`src/dttf_pkg.sv`:
```
// dttf_pkg: shared types, character codes and the divide-by-ten helper
// for the decimal text to fixed-point parser. No dependencies.
`timescale 1ns / 1ps

package dttf_pkg;

	// Widths
	localparam int MANT_W        = 64;
	localparam int CHUNK_W       = 16;
	localparam int NIB_PER_CHUNK = CHUNK_W / 4;
	localparam int K_W           = 6;

	// Parser limits
	localparam int          FRAC_BITS_DEF = 16;
	localparam logic [4:0]  MAX_DIGITS    = 5'd18;
	localparam logic [4:0]  MAX_EXPONENT  = 5'd15;

	// Character codes
	localparam logic [7:0] CH_SPACE = 8'h20;
	localparam logic [7:0] CH_TAB   = 8'h09;
	localparam logic [7:0] CH_CR    = 8'h0D;
	localparam logic [7:0] CH_ZERO  = 8'h30;
	localparam logic [7:0] CH_NINE  = 8'h39;
	localparam logic [7:0] CH_DOT   = 8'h2E;
	localparam logic [7:0] CH_EXP   = 8'h45;
	localparam logic [7:0] CH_MINUS = 8'h2D;
	localparam logic [7:0] CH_PLUS  = 8'h2B;

	// Divider command and status between the parser and the divide unit
	typedef struct packed {
		logic           start;
		logic [K_W-1:0] k;
	} dttf_cmd_t;

	typedef struct packed {
		logic busy;
		logic done;
	} dttf_sts_t;

	typedef struct packed {
		logic [CHUNK_W-1:0] q;
		logic [3:0]         rem;
	} div_step_t;

	// Width of the divide register: mantissa plus fraction bits, whole chunks
	function automatic int work_width(input int frac_bits);
		return ((MANT_W + frac_bits + CHUNK_W - 1) / CHUNK_W) * CHUNK_W;
	endfunction

	// One chunk of long division by ten, a nibble at a time from the top.
	// The nibble quotient uses x*205>>11, exact for x below 1029.
	function automatic div_step_t div10_chunk(input logic [3:0] rem_in,
			input logic [CHUNK_W-1:0] chunk);
		div_step_t  res;
		logic [3:0] r;
		logic [7:0] cur;
		logic [15:0] prod;
		logic [3:0] qn;
		res   = '0;
		r     = rem_in;
		for (int i = NIB_PER_CHUNK - 1; i >= 0; i--) begin
			cur  = {r, chunk[i*4 +: 4]};
			prod = 16'(cur) * 16'd205;
			qn   = prod[14:11];
			res.q[i*4 +: 4] = qn;
			r    = 4'(cur - 8'(qn) * 8'd10);
		end
		res.rem = r;
		return res;
	endfunction

endpackage

```
`src/dttf_div10.sv`:
```
// dttf_div10: iterative divide of mantissa*2^FRAC_BITS by 10^k, one
// 16-bit chunk per cycle through a shared divide-by-ten step. Uses dttf_pkg.
`timescale 1ns / 1ps

module dttf_div10 #(
	parameter int FRAC_BITS = dttf_pkg::FRAC_BITS_DEF
) (
	input  logic                                    clk,
	input  logic                                    arst_n,
	input  dttf_pkg::dttf_cmd_t                     cmd,
	input  logic [dttf_pkg::MANT_W-1:0]             mant,
	output dttf_pkg::dttf_sts_t                     sts,
	output logic [dttf_pkg::work_width(FRAC_BITS)-1:0] quo
);
	import dttf_pkg::*;

	localparam int WX     = work_width(FRAC_BITS);
	localparam int NCHUNK = WX / CHUNK_W;
	localparam int CNT_W  = (NCHUNK > 1) ? $clog2(NCHUNK) : 1;

	logic [WX-1:0]    x_q;
	logic [3:0]       rem_q;
	logic [CNT_W-1:0] chunk_q;
	logic [K_W-1:0]   div_cnt_q;
	logic             busy_q;
	logic             done_q;
	div_step_t        step;

	// Shared step: top chunk of the working value
	assign step = div10_chunk(rem_q, x_q[WX-1 -: CHUNK_W]);

	// Rotate the value left one chunk per cycle, quotient enters at the bottom
	always_ff @(posedge clk or negedge arst_n) begin
		if (!arst_n) begin
			x_q       <= '0;
			rem_q     <= '0;
			chunk_q   <= '0;
			div_cnt_q <= '0;
			busy_q    <= 1'b0;
			done_q    <= 1'b0;
		end else begin
			done_q <= 1'b0;
			if (cmd.start) begin
				x_q       <= WX'({mant, {FRAC_BITS{1'b0}}});
				rem_q     <= '0;
				chunk_q   <= '0;
				div_cnt_q <= cmd.k;
				busy_q    <= (cmd.k != '0);
				done_q    <= (cmd.k == '0);
			end else if (busy_q) begin
				x_q <= {x_q[WX-CHUNK_W-1:0], step.q};
				if (chunk_q == CNT_W'(NCHUNK - 1)) begin
					chunk_q <= '0;
					rem_q   <= '0;
					if (div_cnt_q == K_W'(1)) begin
						busy_q <= 1'b0;
						done_q <= 1'b1;
					end
					div_cnt_q <= div_cnt_q - K_W'(1);
				end else begin
					chunk_q <= chunk_q + CNT_W'(1);
					rem_q   <= step.rem;
				end
			end
		end
	end

	assign sts.busy = busy_q;
	assign sts.done = done_q;
	assign quo      = x_q;

	// Checks
	a_start_takes: assert property (@(posedge clk) disable iff (!arst_n)
		cmd.start |=> (busy_q || done_q))
		else $error("divider did not take start");
	a_done_idle: assert property (@(posedge clk) disable iff (!arst_n)
		done_q |-> !busy_q)
		else $error("divider done while busy");
	a_chunk_range: assert property (@(posedge clk) disable iff (!arst_n)
		busy_q |-> (int'(chunk_q) < NCHUNK))
		else $error("chunk counter out of range");

endmodule

```
`src/decimal_text_to_fixed_unit.sv`:
```
// decimal_text_to_fixed_unit: streaming ASCII decimal parser, signed Q15.16
// result. Depends on dttf_pkg and dttf_div10.
`timescale 1ns / 1ps
//
//  channel | dir | tdata                         | tuser
//  s_axis  | in  | [7:0] text_char               | -
//  m_axis  | out | [31:0] value, [39:32] end_char| [0] saturated
//
// A character that continues a number is taken without stalling the input.
// A character that ends a number starts a divide by 10^k, k = fraction digits
// plus exponent, in the chunk-serial divide-by-ten unit over NCHUNK = 16-bit
// chunks of the divide register (5 at 16 fraction bits); input stalls meanwhile.
// Reset clears parser and control state; there is no clearing pass.
// The result register holds a word until taken; input continues meanwhile, and
// a following number end waits for the register to free.

module decimal_text_to_fixed_unit #(
	parameter int FRAC_BITS = dttf_pkg::FRAC_BITS_DEF
) (
	input  logic        clk,
	input  logic        arst_n,
	input  logic        s_axis_tvalid,
	output logic        s_axis_tready,
	input  logic [7:0]  s_axis_tdata,   // [7:0] text_char
	output logic        m_axis_tvalid,
	input  logic        m_axis_tready,
	output logic [39:0] m_axis_tdata,   // [31:0] value, [39:32] end_char
	output logic        m_axis_tuser    // [0] saturated
);
	import dttf_pkg::*;

	localparam int WX = work_width(FRAC_BITS);

	typedef enum logic [1:0] {S_IN, S_DIV, S_DONE} state_t;
	typedef enum logic [2:0] {PH_WS, PH_INT, PH_FRAC, PH_ESKIP, PH_EXP} phase_t;

	state_t             state_q;
	phase_t             phase_q, phase_c;
	logic               neg_q, neg_c;
	logic [MANT_W-1:0]  mant_q, mant_c;
	logic [4:0]         frac_q, frac_c;
	logic [4:0]         exp_q, exp_c;
	logic               ovf_q, ovf_c;
	logic               finish_c;

	logic               res_neg_q;
	logic               res_ovf_q;
	logic [7:0]         res_char_q;

	logic               out_valid_q;
	logic [31:0]        out_value_q;
	logic               out_sat_q;
	logic [7:0]         out_char_q;

	logic [7:0]         ch;
	logic               in_acc;
	logic               is_sp, is_dig;
	logic [3:0]         dig;
	logic [MANT_W+3:0]  mant_x10;
	logic [8:0]         exp_x10;

	dttf_cmd_t          div_cmd;
	dttf_sts_t          div_sts;
	logic [WX-1:0]      quo;

	logic [31:0]        limit_c;
	logic               sat_c;
	logic [31:0]        mag_c;

	assign ch     = s_axis_tdata;
	assign in_acc = s_axis_tvalid && s_axis_tready;
	assign s_axis_tready = (state_q == S_IN);

	// Character classes and the digit accumulators
	assign is_sp    = (ch == CH_SPACE) || (ch >= CH_TAB && ch <= CH_CR);
	assign is_dig   = (ch >= CH_ZERO) && (ch <= CH_NINE);
	assign dig      = 4'(ch - CH_ZERO);
	assign mant_x10 = {1'b0, mant_q, 3'b000} + {3'b000, mant_q, 1'b0} + (MANT_W+4)'(dig);
	assign exp_x10  = {1'b0, exp_q, 3'b000} + {3'b000, exp_q, 1'b0} + 9'(dig);

	// Parser next state for the current character
	always_comb begin
		phase_c  = phase_q;
		neg_c    = neg_q;
		mant_c   = mant_q;
		frac_c   = frac_q;
		exp_c    = exp_q;
		ovf_c    = ovf_q;
		finish_c = 1'b0;
		case (phase_q)
			PH_WS: begin
				if (is_sp) begin
					phase_c = PH_WS;
				end else if (ch == CH_MINUS) begin
					neg_c   = 1'b1;
					phase_c = PH_INT;
				end else if (ch == CH_PLUS) begin
					phase_c = PH_INT;
				end else if (is_dig) begin
					if (mant_x10[MANT_W+3:MANT_W] != '0) ovf_c = 1'b1;
					else mant_c = mant_x10[MANT_W-1:0];
					phase_c = PH_INT;
				end else if (ch == CH_DOT) begin
					phase_c = PH_FRAC;
				end else begin
					finish_c = 1'b1;
				end
			end
			PH_INT: begin
				if (is_dig) begin
					if (mant_x10[MANT_W+3:MANT_W] != '0) ovf_c = 1'b1;
					else mant_c = mant_x10[MANT_W-1:0];
				end else if (ch == CH_DOT) begin
					phase_c = PH_FRAC;
				end else begin
					finish_c = 1'b1;
				end
			end
			PH_FRAC: begin
				if (is_dig) begin
					if (frac_q < MAX_DIGITS) begin
						if (mant_x10[MANT_W+3:MANT_W] != '0) ovf_c = 1'b1;
						else mant_c = mant_x10[MANT_W-1:0];
						frac_c = frac_q + 5'd1;
					end
				end else if (ch == CH_EXP) begin
					phase_c = PH_ESKIP;
				end else begin
					finish_c = 1'b1;
				end
			end
			PH_ESKIP: begin
				phase_c = PH_EXP;
			end
			PH_EXP: begin
				if (is_dig) begin
					exp_c = (exp_x10 > 9'(MAX_EXPONENT)) ? MAX_EXPONENT : exp_x10[4:0];
				end else begin
					finish_c = 1'b1;
				end
			end
			default: begin
				finish_c = 1'b1;
			end
		endcase
	end

	// Divide request on a number end
	assign div_cmd.start = in_acc && finish_c;
	assign div_cmd.k     = K_W'(frac_q) + K_W'(exp_q);

	dttf_div10 #(
		.FRAC_BITS(FRAC_BITS)
	) u_div (
		.clk   (clk),
		.arst_n(arst_n),
		.cmd   (div_cmd),
		.mant  (mant_q),
		.sts   (div_sts),
		.quo   (quo)
	);

	// Clamp, sign and result formatting
	assign limit_c = res_neg_q ? 32'h8000_0000 : 32'h7FFF_FFFF;
	assign sat_c   = res_ovf_q || (quo > WX'(limit_c));
	assign mag_c   = sat_c ? limit_c : quo[31:0];

	// Sequencer, parser registers and result register
	always_ff @(posedge clk or negedge arst_n) begin
		if (!arst_n) begin
			state_q     <= S_IN;
			phase_q     <= PH_WS;
			neg_q       <= 1'b0;
			mant_q      <= '0;
			frac_q      <= '0;
			exp_q       <= '0;
			ovf_q       <= 1'b0;
			res_neg_q   <= 1'b0;
			res_ovf_q   <= 1'b0;
			res_char_q  <= '0;
			out_valid_q <= 1'b0;
			out_value_q <= '0;
			out_sat_q   <= 1'b0;
			out_char_q  <= '0;
		end else begin
			// a word taken while a new one loads is handled in S_DONE
			if (out_valid_q && m_axis_tready && state_q != S_DONE) out_valid_q <= 1'b0;
			case (state_q)
				S_IN: begin
					if (in_acc) begin
						if (finish_c) begin
							res_neg_q  <= neg_q;
							res_ovf_q  <= ovf_q;
							res_char_q <= ch;
							phase_q    <= PH_WS;
							neg_q      <= 1'b0;
							mant_q     <= '0;
							frac_q     <= '0;
							exp_q      <= '0;
							ovf_q      <= 1'b0;
							state_q    <= S_DIV;
						end else begin
							phase_q <= phase_c;
							neg_q   <= neg_c;
							mant_q  <= mant_c;
							frac_q  <= frac_c;
							exp_q   <= exp_c;
							ovf_q   <= ovf_c;
						end
					end
				end
				S_DIV: begin
					if (div_sts.done) state_q <= S_DONE;
				end
				S_DONE: begin
					if (!out_valid_q || m_axis_tready) begin
						out_valid_q <= 1'b1;
						out_value_q <= res_neg_q ? (32'd0 - mag_c) : mag_c;
						out_sat_q   <= sat_c;
						out_char_q  <= res_char_q;
						state_q     <= S_IN;
					end
				end
				default: begin
					state_q <= S_IN;
				end
			endcase
		end
	end

	assign m_axis_tvalid = out_valid_q;
	assign m_axis_tdata  = {out_char_q, out_value_q};
	assign m_axis_tuser  = out_sat_q;

	// Checks
	a_done_in_div: assert property (@(posedge clk) disable iff (!arst_n)
		div_sts.done |-> (state_q == S_DIV))
		else $error("divide finished outside the divide state");
	a_busy_in_div: assert property (@(posedge clk) disable iff (!arst_n)
		div_sts.busy |-> (state_q == S_DIV))
		else $error("divider busy outside the divide state");
	a_start_to_div: assert property (@(posedge clk) disable iff (!arst_n)
		div_cmd.start |=> (state_q == S_DIV))
		else $error("number end did not start the divide");
	a_sat_clamped: assert property (@(posedge clk) disable iff (!arst_n)
		(m_axis_tvalid && m_axis_tuser) |->
		(m_axis_tdata[31:0] == 32'h7FFF_FFFF || m_axis_tdata[31:0] == 32'h8000_0000))
		else $error("saturated word not at a limit");
	a_frac_limit: assert property (@(posedge clk) disable iff (!arst_n)
		frac_q <= MAX_DIGITS)
		else $error("fraction digit count past limit");

endmodule

```
`config.mk`:
```
export PLATFORM = sky130hd
export DESIGN_NAME = decimal_text_to_fixed_unit
export DESIGN_NICKNAME = d
export VERILOG_FILES = /design/src/dttf_pkg.sv /design/src/dttf_div10.sv /design/src/decimal_text_to_fixed_unit.sv
export SDC_FILE = /design/constraint.sdc
export NUM_CORES = 1
export LEC_CHECK = 0
export BUFFER_PORTS_ARGS = -buffer_cell sky130_fd_sc_hd__buf_2
export CAP_MARGIN = 10
export CORE_ASPECT_RATIO = 2
export CORE_MARGIN = 4
export CORE_UTILIZATION = 55
export CTS_BUF_LIST = sky130_fd_sc_hd__clkbuf_8
export CTS_CLUSTER_SIZE = 30
export DETAILED_ROUTE_END_ITERATION = 12
export HOLD_SLACK_MARGIN = 0.03
export PLACE_DENSITY = 0.69
export REMOVE_ABC_BUFFERS = 1
export SETUP_SLACK_MARGIN = 0.05
export SLEW_MARGIN = 10
export SYNTH_ARGS = -nofsm -noshare
export SYNTH_HDL_FRONTEND = slang
export SYNTH_SLANG_ARGS = --single-unit
```
`constraint.sdc`:
```
create_clock -name clk -period 34 [get_ports clk]
set_input_delay 6.8 -clock clk [delete_from_list [all_inputs] [get_ports clk]]
set_output_delay 6.8 -clock clk [all_outputs]
set_load 0.005 [all_outputs]
```
## Word-level counts from Yosys, hierarchy flattened

Index checks and enable logic that the tools add are counted.

- $add $sub $neg: 14
- $mul: 8
- Magnitude comparators: 7
- Eq/ne operators: 27
- Multiplexer cells: 79
- Reduce and logical (&&, ||, !) cells: 34

Operators with widths:

| cell | count |
|---|---|
| two-way mux 64 bit | 8 |
| one-hot mux 64 bit (3 select lines) | 1 |
| two-way mux 80 bit | 2 |
| two-way mux 32 bit | 3 |
| greater-than comparator 80 x 32 -> 1 bit | 1 |
| adder 67 x 65 -> 68 bit | 1 |
| adder 68 x 4 -> 68 bit | 1 |
| multiplier 8 x 8 -> 15 bit, second input constant | 4 |
| two-way mux 5 bit | 8 |
| two-way mux 3 bit | 12 |
| == test 8 x 6 -> 1 bit, second input constant | 4 |
| subtractor 1 x 32 -> 32 bit, first input constant | 1 |
| two-way mux 1 bit | 31 |
| != test 3 bit, second input constant | 8 |
| two-way mux 6 bit | 3 |
| multiplier 4 x 3 -> 3 bit, second input constant | 4 |
| nonzero test 2 bit | 8 |
| subtractor 4 bit | 4 |
| two-way mux 4 bit | 3 |
| one-hot mux 3 bit (4 select lines) | 1 |
| AND reduction 5 bit | 2 |
| adder 8 x 6 -> 9 bit | 1 |
| adder 9 x 4 -> 9 bit | 1 |
| greater-than comparator 9 x 4 -> 1 bit, second input constant | 1 |
| other kinds (37) | 56 |

- Register bits: 228
- Bits of input ports: 12

## Logic depth before layout (Yosys ltp)

Gate-level depths: netlist of run 1.

- Depth in word-level cells: 15
- Gate-level depth with buffers: 69
- Mapped depth without buffers: 69

## By module

From an unflattened synthesis of run 1, not the netlist that was laid out.

- Cell total of the unflattened synthesis: 2,378
- Area total of the unflattened synthesis: 21,335.5 um2

Modules (own cells, without submodules):

| module | instances | cells an instance | area each (um2) | sequential area each (um2) |
|---|---|---|---|---|
| decimal_text_to_fixed_unit | 1 | 1,487 | 12,544.5 | 3,328.2 |
| dttf_div10 | 1 | 891 | 8,790.9 | 2,377.3 |

## Least setup slack after synthesis of run 1

No wires, ideal clock.

- Path type: flip-flop to flip-flop
- Start: register u_div.x_q[78], in the netlist u_div.quo[78]
- End: register u_div.rem_q[3]
- Data arrival time: 15.456 ns
- Slack: 18.417 ns
- Cell stages (with the launch flop): 68
- Path buffers: 0
- Period minus slack after synthesis: 15.583 ns
- Cell sequence: dfrtp_1 > ha_1 > fa_1 > fa_1 > inv_1 > fa_1 > inv_1 > ha_1 > nor3_1 > nor2_1 > a31oi_1 > xnor2_1 > ha_1 > inv_1 > fa_1 > ha_1 > inv_1 > fa_1 > [... 32 more ...] > fa_1 > inv_1 > fa_1 > inv_1 > fa_1 > inv_1 > ha_1 > nor3_1 > nor2_1 > a31oi_1 > xnor2_1 > ha_1 > inv_1 > fa_1 > xor2_1 > xnor2_1 > xnor2_1 > o21ai_0

- Cells in the longest elaborated chain, start to end: 15

Ends and longest elaborated chain:

| what | line | source |
|---|---|---|
| start: declaration | dttf_div10.sv:21 | `logic [WX-1:0] x_q;` |
| start signal: assignment | dttf_div10.sv:44 | `x_q <= WX'({mant, {FRAC_BITS{1'b0}}});` |
| start signal: assignment | dttf_div10.sv:51 | `x_q <= {x_q[WX-CHUNK_W-1:0], step.q};` |
| multiplier 8 x 8 -> 15 bit | dttf_pkg.sv:63 | `prod = 16'(cur) * 16'd205;` |
| multiplier 4 x 3 -> 3 bit | dttf_pkg.sv:66 | `r = 4'(cur - 8'(qn) * 8'd10);` |
| subtractor 4 bit (*) | dttf_pkg.sv:66 |  |
| multiplier 8 x 8 -> 15 bit (*) | dttf_pkg.sv:63 |  |
| multiplier 4 x 3 -> 3 bit (*) | dttf_pkg.sv:66 |  |
| subtractor 4 bit (*) | dttf_pkg.sv:66 |  |
| multiplier 8 x 8 -> 15 bit (*) | dttf_pkg.sv:63 |  |
| multiplier 4 x 3 -> 3 bit (*) | dttf_pkg.sv:66 |  |
| subtractor 4 bit (*) | dttf_pkg.sv:66 |  |
| multiplier 8 x 8 -> 15 bit (*) | dttf_pkg.sv:63 |  |
| multiplier 4 x 3 -> 3 bit (*) | dttf_pkg.sv:66 |  |
| subtractor 4 bit (*) | dttf_pkg.sv:66 |  |
| two-way mux 4 bit (*) | dttf_div10.sv:52 | `if (chunk_q == CNT_W'(NCHUNK - 1)) begin` |
| two-way mux 4 bit (*) | dttf_div10.sv:50 | `end else if (busy_q) begin` |
| two-way mux 4 bit (*) | dttf_div10.sv:43 | `if (cmd.start) begin` |
| end signal: assignment | dttf_div10.sv:62 | `rem_q <= step.rem;` |
| end: declaration | dttf_div10.sv:22 | `logic [3:0] rem_q;` |

Every way passes the cells marked *; elsewhere a longest branch is shown, timed or not. The select of a mux whose other input is x is not followed.
A chain may end at the register's enable or synchronous reset.

## Final worst setup path of run 1

Ends and elaborated chain as after synthesis.

==> results of run 1 <==
[worst max-delay path, delay by kind of cell (launching register included)]
kind	cells	cell delay (ns)
DFF	1	0.46
adders and majority gates	28	11.41
buffers and inverters	18	0.96
and+or+nand+nor	7	1.01
xor gates and xnor gates	7	1.34
AOI/OAI and AO/OA	7	1.48
[Yosys cell counts (42+ instances only)]
cell type,count,area share
a21oi_1,143,0.034
inv_1,196,0.035
fa_1,48,0.046
dfrtp_1,228,0.27
nand2_1,264,0.047
nor2_1,106,0.019
a21o_1,56,0.020
o21ai_0,157,0.037
clkbuf_1,102,0.018
ha_1,352,0.21
a22o_1,60,0.025
xnor2_1,85,0.035
mux2i_1,83,0.040
nand4_1,42,0.013
[cells by family (layout without fill, tap and decap cells)]
logic type	Yosys count	after routing	synth area share
simple gates	620	620	0.140
buf+inv	307	332	0.0551
flops	228	228	0.272
xor+xnor	122	122	0.0509
other cells	0	1	0
fa+ha+maj	400	400	0.255
mux	85	85	0.0406
compound gates	603	603	0.187
[metrics by stage]
step | hold WS [ns] | utilization | area, um^2 | worst slack (ns)
after floorplan | 0.436 | - | 20600 | 17.82
after global placement | 0.451 | 0.570 | 21600 | 17.45
after detailed placement | 0.460 | 0.570 | 21600 | 17.17
after CTS | 0.475 | 0.590 | 22400 | 17.11
after global routing | 0.493 | 0.590 | 22400 | 16.20
final | 0.467 | 0.590 | 22400 | 17.23
[worst max path at each step]
stage | cells after the start | to
after detailed placement | 67 | u_div.rem_q[3]$_DFFE_PN0P_
after global placement | 67 | u_div.rem_q[3]$_DFFE_PN0P_
after CTS | 67 | u_div.rem_q[3]$_DFFE_PN0P_
final | 67 | u_div.rem_q[3]$_DFFE_PN0P_
after floorplan | 9 | mant_q[10]$_DFFE_PN0P_
after global routing | 67 | u_div.rem_q[3]$_DFFE_PN0P_
[flip-flops by register name, indices dropped and copies added (netlist names), 2 cells and up]
name             flops
state_q              2
u_div.chunk_q        3
frac_q               5
u_div.div_cnt_q      6
u_div.rem_q          4
u_div.quo           80
res_char_q           8
phase_q              3
out_value_q         32
mant_q              64
exp_q                5
out_char_q           8
[per-layer routing]
metal  vias up  routed length, um  global-route usage
met5         -                  0                   0
met4         0               4000               0.175
met3       181               1640              0.0239
met2       411              32700               0.553
met1      8500              21400               0.295
li1       8439                  -                   -
[area by class of cell]
| class | instances | share of cell area |
|---|---|---|
| diodes | 1 | 0.000112 |
| clock buffers | 47 | 0.0289 |
| clock inverters | 17 | 0.00548 |
| inverters | 197 | 0.0330 |
| multi-input cells | 1830 | 0.633 |
| flip-flops and latches | 228 | 0.255 |
| well taps | 463 | 0.0259 |
| repair buffers | 71 | 0.0182 |
==> impl.org, run 1 <==
** Status
- The flow ran to the end, and the final reports show no timing, DRC or antenna violations.

** Critical path
- In this run the worst path has a maximum fanout of 5.
- Start point of the critical path :: u_div.quo[78]$_DFFE_PN0P_
- The worst setup path is of the reg2reg kind.
- Measured in cells, the most critical reg-to-reg path has a length of 67.
- Cell type of the slowest stage on the worst timing path :: fa_1
- STA puts the critical path data required time at 34.44 ns.
- The worst setup path is launched from a flip-flop.
- Launch point of the worst reg-to-reg path :: u_div.quo[78]$_DFFE_PN0P_
- FF-to-FF setup slack :: 17.23 ns
- The worst setup path is captured at a flip-flop.
- Capture instance of the worst register-to-register path :: u_div.rem_q[3]$_DFFE_PN0P_
- Most used cell, CP :: inv_1
- STA puts the critical path data arrival time at 17.21 ns.
- Slowest stage delay, CP :: 0.54 ns

** Route
- Drt pass-1 iters :: 5
- For this block, the routed nets add up to 59,800 um of wire.
- The final route contains 17,500 vias.
- Dividing the detail-routed via count by the number of cells gives 6.14.
- The first routing iteration left 966 violations.
- Dividing the detail-routed wire length by the instance count gives 20.9 um.
- For this run, design rule violations remaining after detail routing come to 0.
- Final ANT Viol Nets :: 0

** Cells and area
- Syn-to-layout area delta :: 6.55%
- Summing all multi-input logic gate instances after layout gives 14,200 um^2.
- Total area of sequential cells :: 5710 um^2
- In the final layout, the share of cells above drive strength 1 is 0.0657.
- Leaving out fill and tap cells, the most frequent cells in the layout are 352 x ha_1, 264 x nand2_1, 226 x dfrtp_1.
- Fill cell instance count of the final layout :: 3,404
- Most common cell after layout, fill and taps aside :: ha_1
- Once layout is complete, the cells apart from fillers number 2,854.
- After the last flow step, the layout net total stands at 2,777.

** Timing
- In this run the tightest slew margin relative to its limit is 0.316.
- The final count of pins violating max slew is 0.
- Fin crit period :: 16.77 ns
- Across the routed clock network, the largest skew measured is 0.0500 ns.
- At the pin with the least slew margin, the transition time is 1.03 ns.
- Final period util :: 0.493
- Peak Freq :: 0.0596 GHz
- Fin Setup TNS :: 0 ns
- Count of final hold-check violations :: 0
- Setup violation total in the final timing report :: 0
- Setup repair after global routing left no endpoint under its margin.

** Clocking
- CTS placed an instance of clkbuf_8 at the clock tree root.
- After clock tree synthesis, the repair step resized 0 gates.
- Clock-pin slew was measured on the worst setup and hold paths at 0.07 ns.
- Maximum level of the CTS H-tree :: 2
- Setup bufs post-CTS :: 0
- In this run, CTS created clock tree buffers numbering 37.
- TritonCTS built the clock tree.
- The clock reaches the later pin of the worst-skew pair after 0.58 ns.
- Number of buffers inserted by hold repair at cts :: 0
- Clock tree synthesis found a total of 228 sinks.
- The clock passes through at most 3 buffers.

** GRT
- Entering global routing, the biggest net connects 126 pins.
- Total overflow reported by the global router :: 0
- The first global-routing pass estimated 96,100 um of wire.
- Vias in the first global route :: 18,400
- Total routing usage reported by global routing :: 0.287
- Initial antenna violation count :: 1

** Logic synthesis
- For this run, the register share of the synthesized area comes to 0.272.
- During synthesis, Yosys emitted a total of 0 warnings.
- In this run, distinct cell masters in the synthesized netlist total 81.
- Mean instance size in the synthesized netlist :: 8.88 um^2
- The mapped netlist covers 21,000 um^2.
- Among all flip-flop cells after synthesis, the most frequent one is dfrtp_1.
- The synthesized design contains 228 register bits.
- Counting flops with an async set or reset pin after synthesis yields a share of 1.00.
- Instance count of the mapped netlist :: 2,365
- Counting flops with a built-in enable in the synthesized netlist gives 0.

** Floorplan
- Chip height :: 284 um
- The floorplan has 101 rows.
- For this configuration, the core starts out at a cell density of 0.554.
- The die is 146 um wide.
- Area enclosed by the die boundary :: 41,600 um^2
- The core region is 37,900 um^2.
- In this run the count of I/O pins placed on the die edge is 55.

** Min path
- Hold path start :: res_char_q[2]$_DFFE_PN0P_
- WHS Endpoint :: out_char_q[2]$_DFFE_PN0P_
- Cell depth of the worst min-delay path :: 2
- Type of the most critical hold path :: reg2reg

** Placed design
- During placement, the flow inserted port buffers numbering 54.
- Routability-driven placement finished with a final weighted congestion of 0.956.
- The number of placed instances, taps included, is 2,789.
- Estimated wirelength of the detail-placed design :: 47,500 um

** Run
- The tool flagged a number of max-cap violations equal to 0.
Power of run 1 is left out: the tool's default activity adds up to more than one toggle a clock period on the data nets, which glitch-free logic cannot reach.
==> run 2, diff against run 1 <==
--- a/config.mk
+++ b/config.mk
@@ -14,7 +14,7 @@
 export CTS_CLUSTER_SIZE = 30
 export DETAILED_ROUTE_END_ITERATION = 12
 export HOLD_SLACK_MARGIN = 0.03
-export PLACE_DENSITY = 0.69
+export PLACE_DENSITY = 0.71
 export REMOVE_ABC_BUFFERS = 1
 export SETUP_SLACK_MARGIN = 0.05
 export SLEW_MARGIN = 10
==> constraint.sdc (replaced) <==
create_clock -name clk -period 14.3 [get_ports clk]
set_input_delay 2.86 -clock clk [delete_from_list [all_inputs] [get_ports clk]]
set_output_delay 2.86 -clock clk [all_outputs]
set_load 0.005 [all_outputs]
==> run 2 against run 1 <==
  * The flow now finishes with violations (negative setup slack)
  * Via count is 3.4% higher
  * Final cell count is 3.2% higher
  * Critical endpoint unchanged
  * Critical path type unchanged
  * Count of clock-buffer cells in the layout is 6 lower
  * Non-clock buffer count is 88 higher
  * Sequential cell count stayed put
==> impl.org, run 2 (synthesized netlist as in run 1, its figures left out) <==
** Status
- The run finished, with violations left.
- The final reports fail on negative setup slack.

** Floorplan
- The chip width is 146 um (unchanged).
- The cell row count is 101 (unchanged).
- Core Footprint :: 37,900 um^2 (unchanged)
- Initial Utilization :: 0.554 (unchanged)
- Chip height :: 284 um (unchanged)
- Number of placed I/O pins :: 55 (unchanged)
- Area enclosed by the die boundary :: 41,600 um^2 (unchanged)

** Critical path
- FF-to-FF setup slack :: -0.83 ns (-18.06 ns)
- Crit Path Class :: reg2reg
- Start point of the critical path :: u_div.quo[77]$_DFFE_PN0P_
- Arrival time at the worst endpoint :: 15.57 ns (-1.64 ns)
- Launch point of the worst reg-to-reg path :: u_div.quo[77]$_DFFE_PN0P_
- Worst path bufs/invs :: 19 (+1)
- The number of cells traversed by the worst register-to-register path was 68 (+1.5%).
- Slowest stage delay, CP :: 0.55 ns (about the same)
- Critical path destination :: u_div.rem_q[3]$_DFFE_PN0P_
- Most used cell, CP :: inv_2
- The worst endpoint required time was 14.74 ns (-19.70 ns).
- The maximum fanout along the worst path is 2 (-3).
- Critical Path Start Type :: flip-flop
- Cell type group with the largest total delay on the critical path :: adder cells
- STA classifies the critical path endpoint as a flip-flop.
- For this design, the slowest cell found on the critical path is fa_2.
- Capture instance of the worst register-to-register path :: u_div.rem_q[3]$_DFFE_PN0P_
- Number of gates on the worst path with buffers counted :: 68 (+1.5%)

** Timing
- The final worst slack came to -0.828 ns (-18.06 ns).
- Fin crit period :: 15.13 ns (-1.64 ns)
- Final period util :: 1.06 (+0.565)
- Final Skew :: 0.0465 ns (-0.00344 ns)
- The total setup violations reported at the end of the flow came to 7 (+7).
- The achievable frequency came to 0.0661 GHz (+11%).
- Number of pins with negative max-slew slack in the final report :: 0 (unchanged)
- The worst-case headroom to the max-slew limit is 0.381 (+0.0648).
- Fin Setup TNS :: -2.99 ns (-2.99 ns)
- The number of failing hold endpoints at the final stage came to 0 (unchanged).
- Setup repair after global routing could not meet its margin everywhere.
- Transition at the pin with the smallest max-transition slack :: 0.929 ns (-0.0972 ns)

** Cells and area
- Footprint of the multi-input gates :: 14,500 um^2 (+2.0%)
- Commonest cells after routing, fill and taps aside :: 337 x ha_1, 264 x nand2_1, 225 x dfrtp_1
- The number of fill cells in the layout was 3,293 (-3.3%).
- Most common cell after layout, fill and taps aside :: ha_1
- The number of flip-flops under the largest register name came to 80 (unchanged).
- Final net count :: 2,864 (+3.1%)
- The area occupied by registers came to 5710 um^2 (about the same).
- Compared with the post-synthesis result, the final layout area differs by 11.1%.
- The utilization after layout came to 0.616 (+0.0254).
- The share of cells above drive strength 1 came to 0.121 (+0.0553).

** Route
- Routed wirelength normalized by instance count :: 20.6 um (-1.8%)
- Drt pass-1 iters :: 5 (unchanged)
- The via-per-instance ratio was 6.16 (+0.26%).
- The iteration-0 DRC count of the detailed router came to 1,137 (+18%).
- Final ANT Viol Nets :: 0 (unchanged)
- The total length of routed wires came to 60,600 um (+1.3%).
- Total via count after detailed routing :: 18,100 (+3.4%)
- The total DRC errors in the routed layout came to 0 (unchanged).

** Clocking
- The number of sinks driven by the clock tree was 228 (unchanged).
- The insertion delay to the later sink of the worst-skew pair came to 0.57 ns (about the same).
- TritonCTS built the clock tree.
- Maximum level of the CTS H-tree :: 2 (unchanged)
- Number of buffers created by CTS :: 36 (-2.7%)
- The maximum buffer depth of the clock tree came to 3 (unchanged).
- Clock-pin transition on the worst setup and hold timing paths :: 0.08 ns (about the same)
- CTS root buffer :: clkbuf_8
- Number of buffers inserted by hold repair at cts :: 0 (unchanged)

** GRT
- Wire length of the first global-routing pass :: 96,800 um (+0.70%)
- Pin count of the biggest net entering global routing :: 109 (-13%)
- Vias in the first global route :: 18,900 (+2.7%)
- The initial antenna violation count came to 1 (unchanged).
- Total overflow reported by the global router :: 0 (unchanged)
- Total routing usage reported by global routing :: 0.288 (+0.00129)

** Placed design
- Estimated wirelength of the detail-placed design :: 47,500 um (about the same)
- The count of input and output buffers is 54 (unchanged).
- Weighted congestion at the end of routability-driven global placement :: 0.982 (+2.7%)
- Post-Place Setup Slack :: -1.84 ns (-19.01 ns)

** Min path
- The tightest min-delay check is of the reg2reg type.

** Run
- The reported max-cap violation count is 0 (unchanged).
-- run 2: cell count changes in the layout (fill, tap and decap cells not counted), sizes merged --
cell and change:
buf +88, bufinv +2, clkbuf -6, clkinv -1, clkinvlp +2, inv +5
-- run 2: cell type report --
cell class                      instances  share of cell area
Antenna cell                            1            0.000107
Clock buffer                           41              0.0242
Clock inverter                         25             0.00874
Inverter                              197              0.0317
Multi-Input combinational cell       1830               0.619
Sequential cell                       228               0.245
Tap cell                              463              0.0248
Timing Repair Buffer                  159              0.0464
-- run 2: worst reg2reg max path, delay by kind of cell (launching register included) --
family	cells	cell delay, ns
AOI/OAI and AO/OA	9	1.44
xor gates and xnor gates	7	1.11
adders and majority gates	28	10.41
buffers and inverters	19	0.88
DFF	1	0.40
and+or+nand+nor	5	0.78
-- run 2: per-stage QoR --
step,hold slack (ns),std cells,cell area [um^2]
final,0.475,2944,23300
after global placement,0.449,2857,22100
after global routing,0.496,2944,23300
after detailed placement,0.452,2857,22100
after CTS,0.472,2939,23200
after floorplan,0.436,2255,20600
-- run 2: per-layer routing --
metal	vias to the layer above	part of all wire	global-route usage
met5	-	0	0
met4	0	0.093	0.226
met3	264	0.035	0.0249
met2	579	0.52	0.536
met1	8672	0.35	0.291
li1	8616	-	-
-- run 2: worst min-delay path by stage --
stage                                startpoint                     endpoint  slack, ns  depth (start not counted)
finish                   u_div.done_q$_DFF_PN0_       state_q[0]$_DFFE_PN0P_       0.47                          1
global route        out_value_q[10]$_DFFE_PN0P_  out_value_q[10]$_DFFE_PN0P_       0.50                          2
CTS                   res_char_q[3]$_DFFE_PN0P_    out_char_q[3]$_DFFE_PN0P_       0.47                          2
detailed placement    res_char_q[3]$_DFFE_PN0P_    out_char_q[3]$_DFFE_PN0P_       0.45                          2
global placement      res_char_q[2]$_DFFE_PN0P_    out_char_q[2]$_DFFE_PN0P_       0.45                          2
floorplan                u_div.done_q$_DFF_PN0_       state_q[0]$_DFFE_PN0P_       0.44                          1
-- run 2: timing repair --
item,CTS,global route
setup buffers,17,4
setup endpoints to repair,7,7
pin swaps,45,22
cloned,0,0
resized for setup,45,28
Power of run 2 is left out for the same reason.
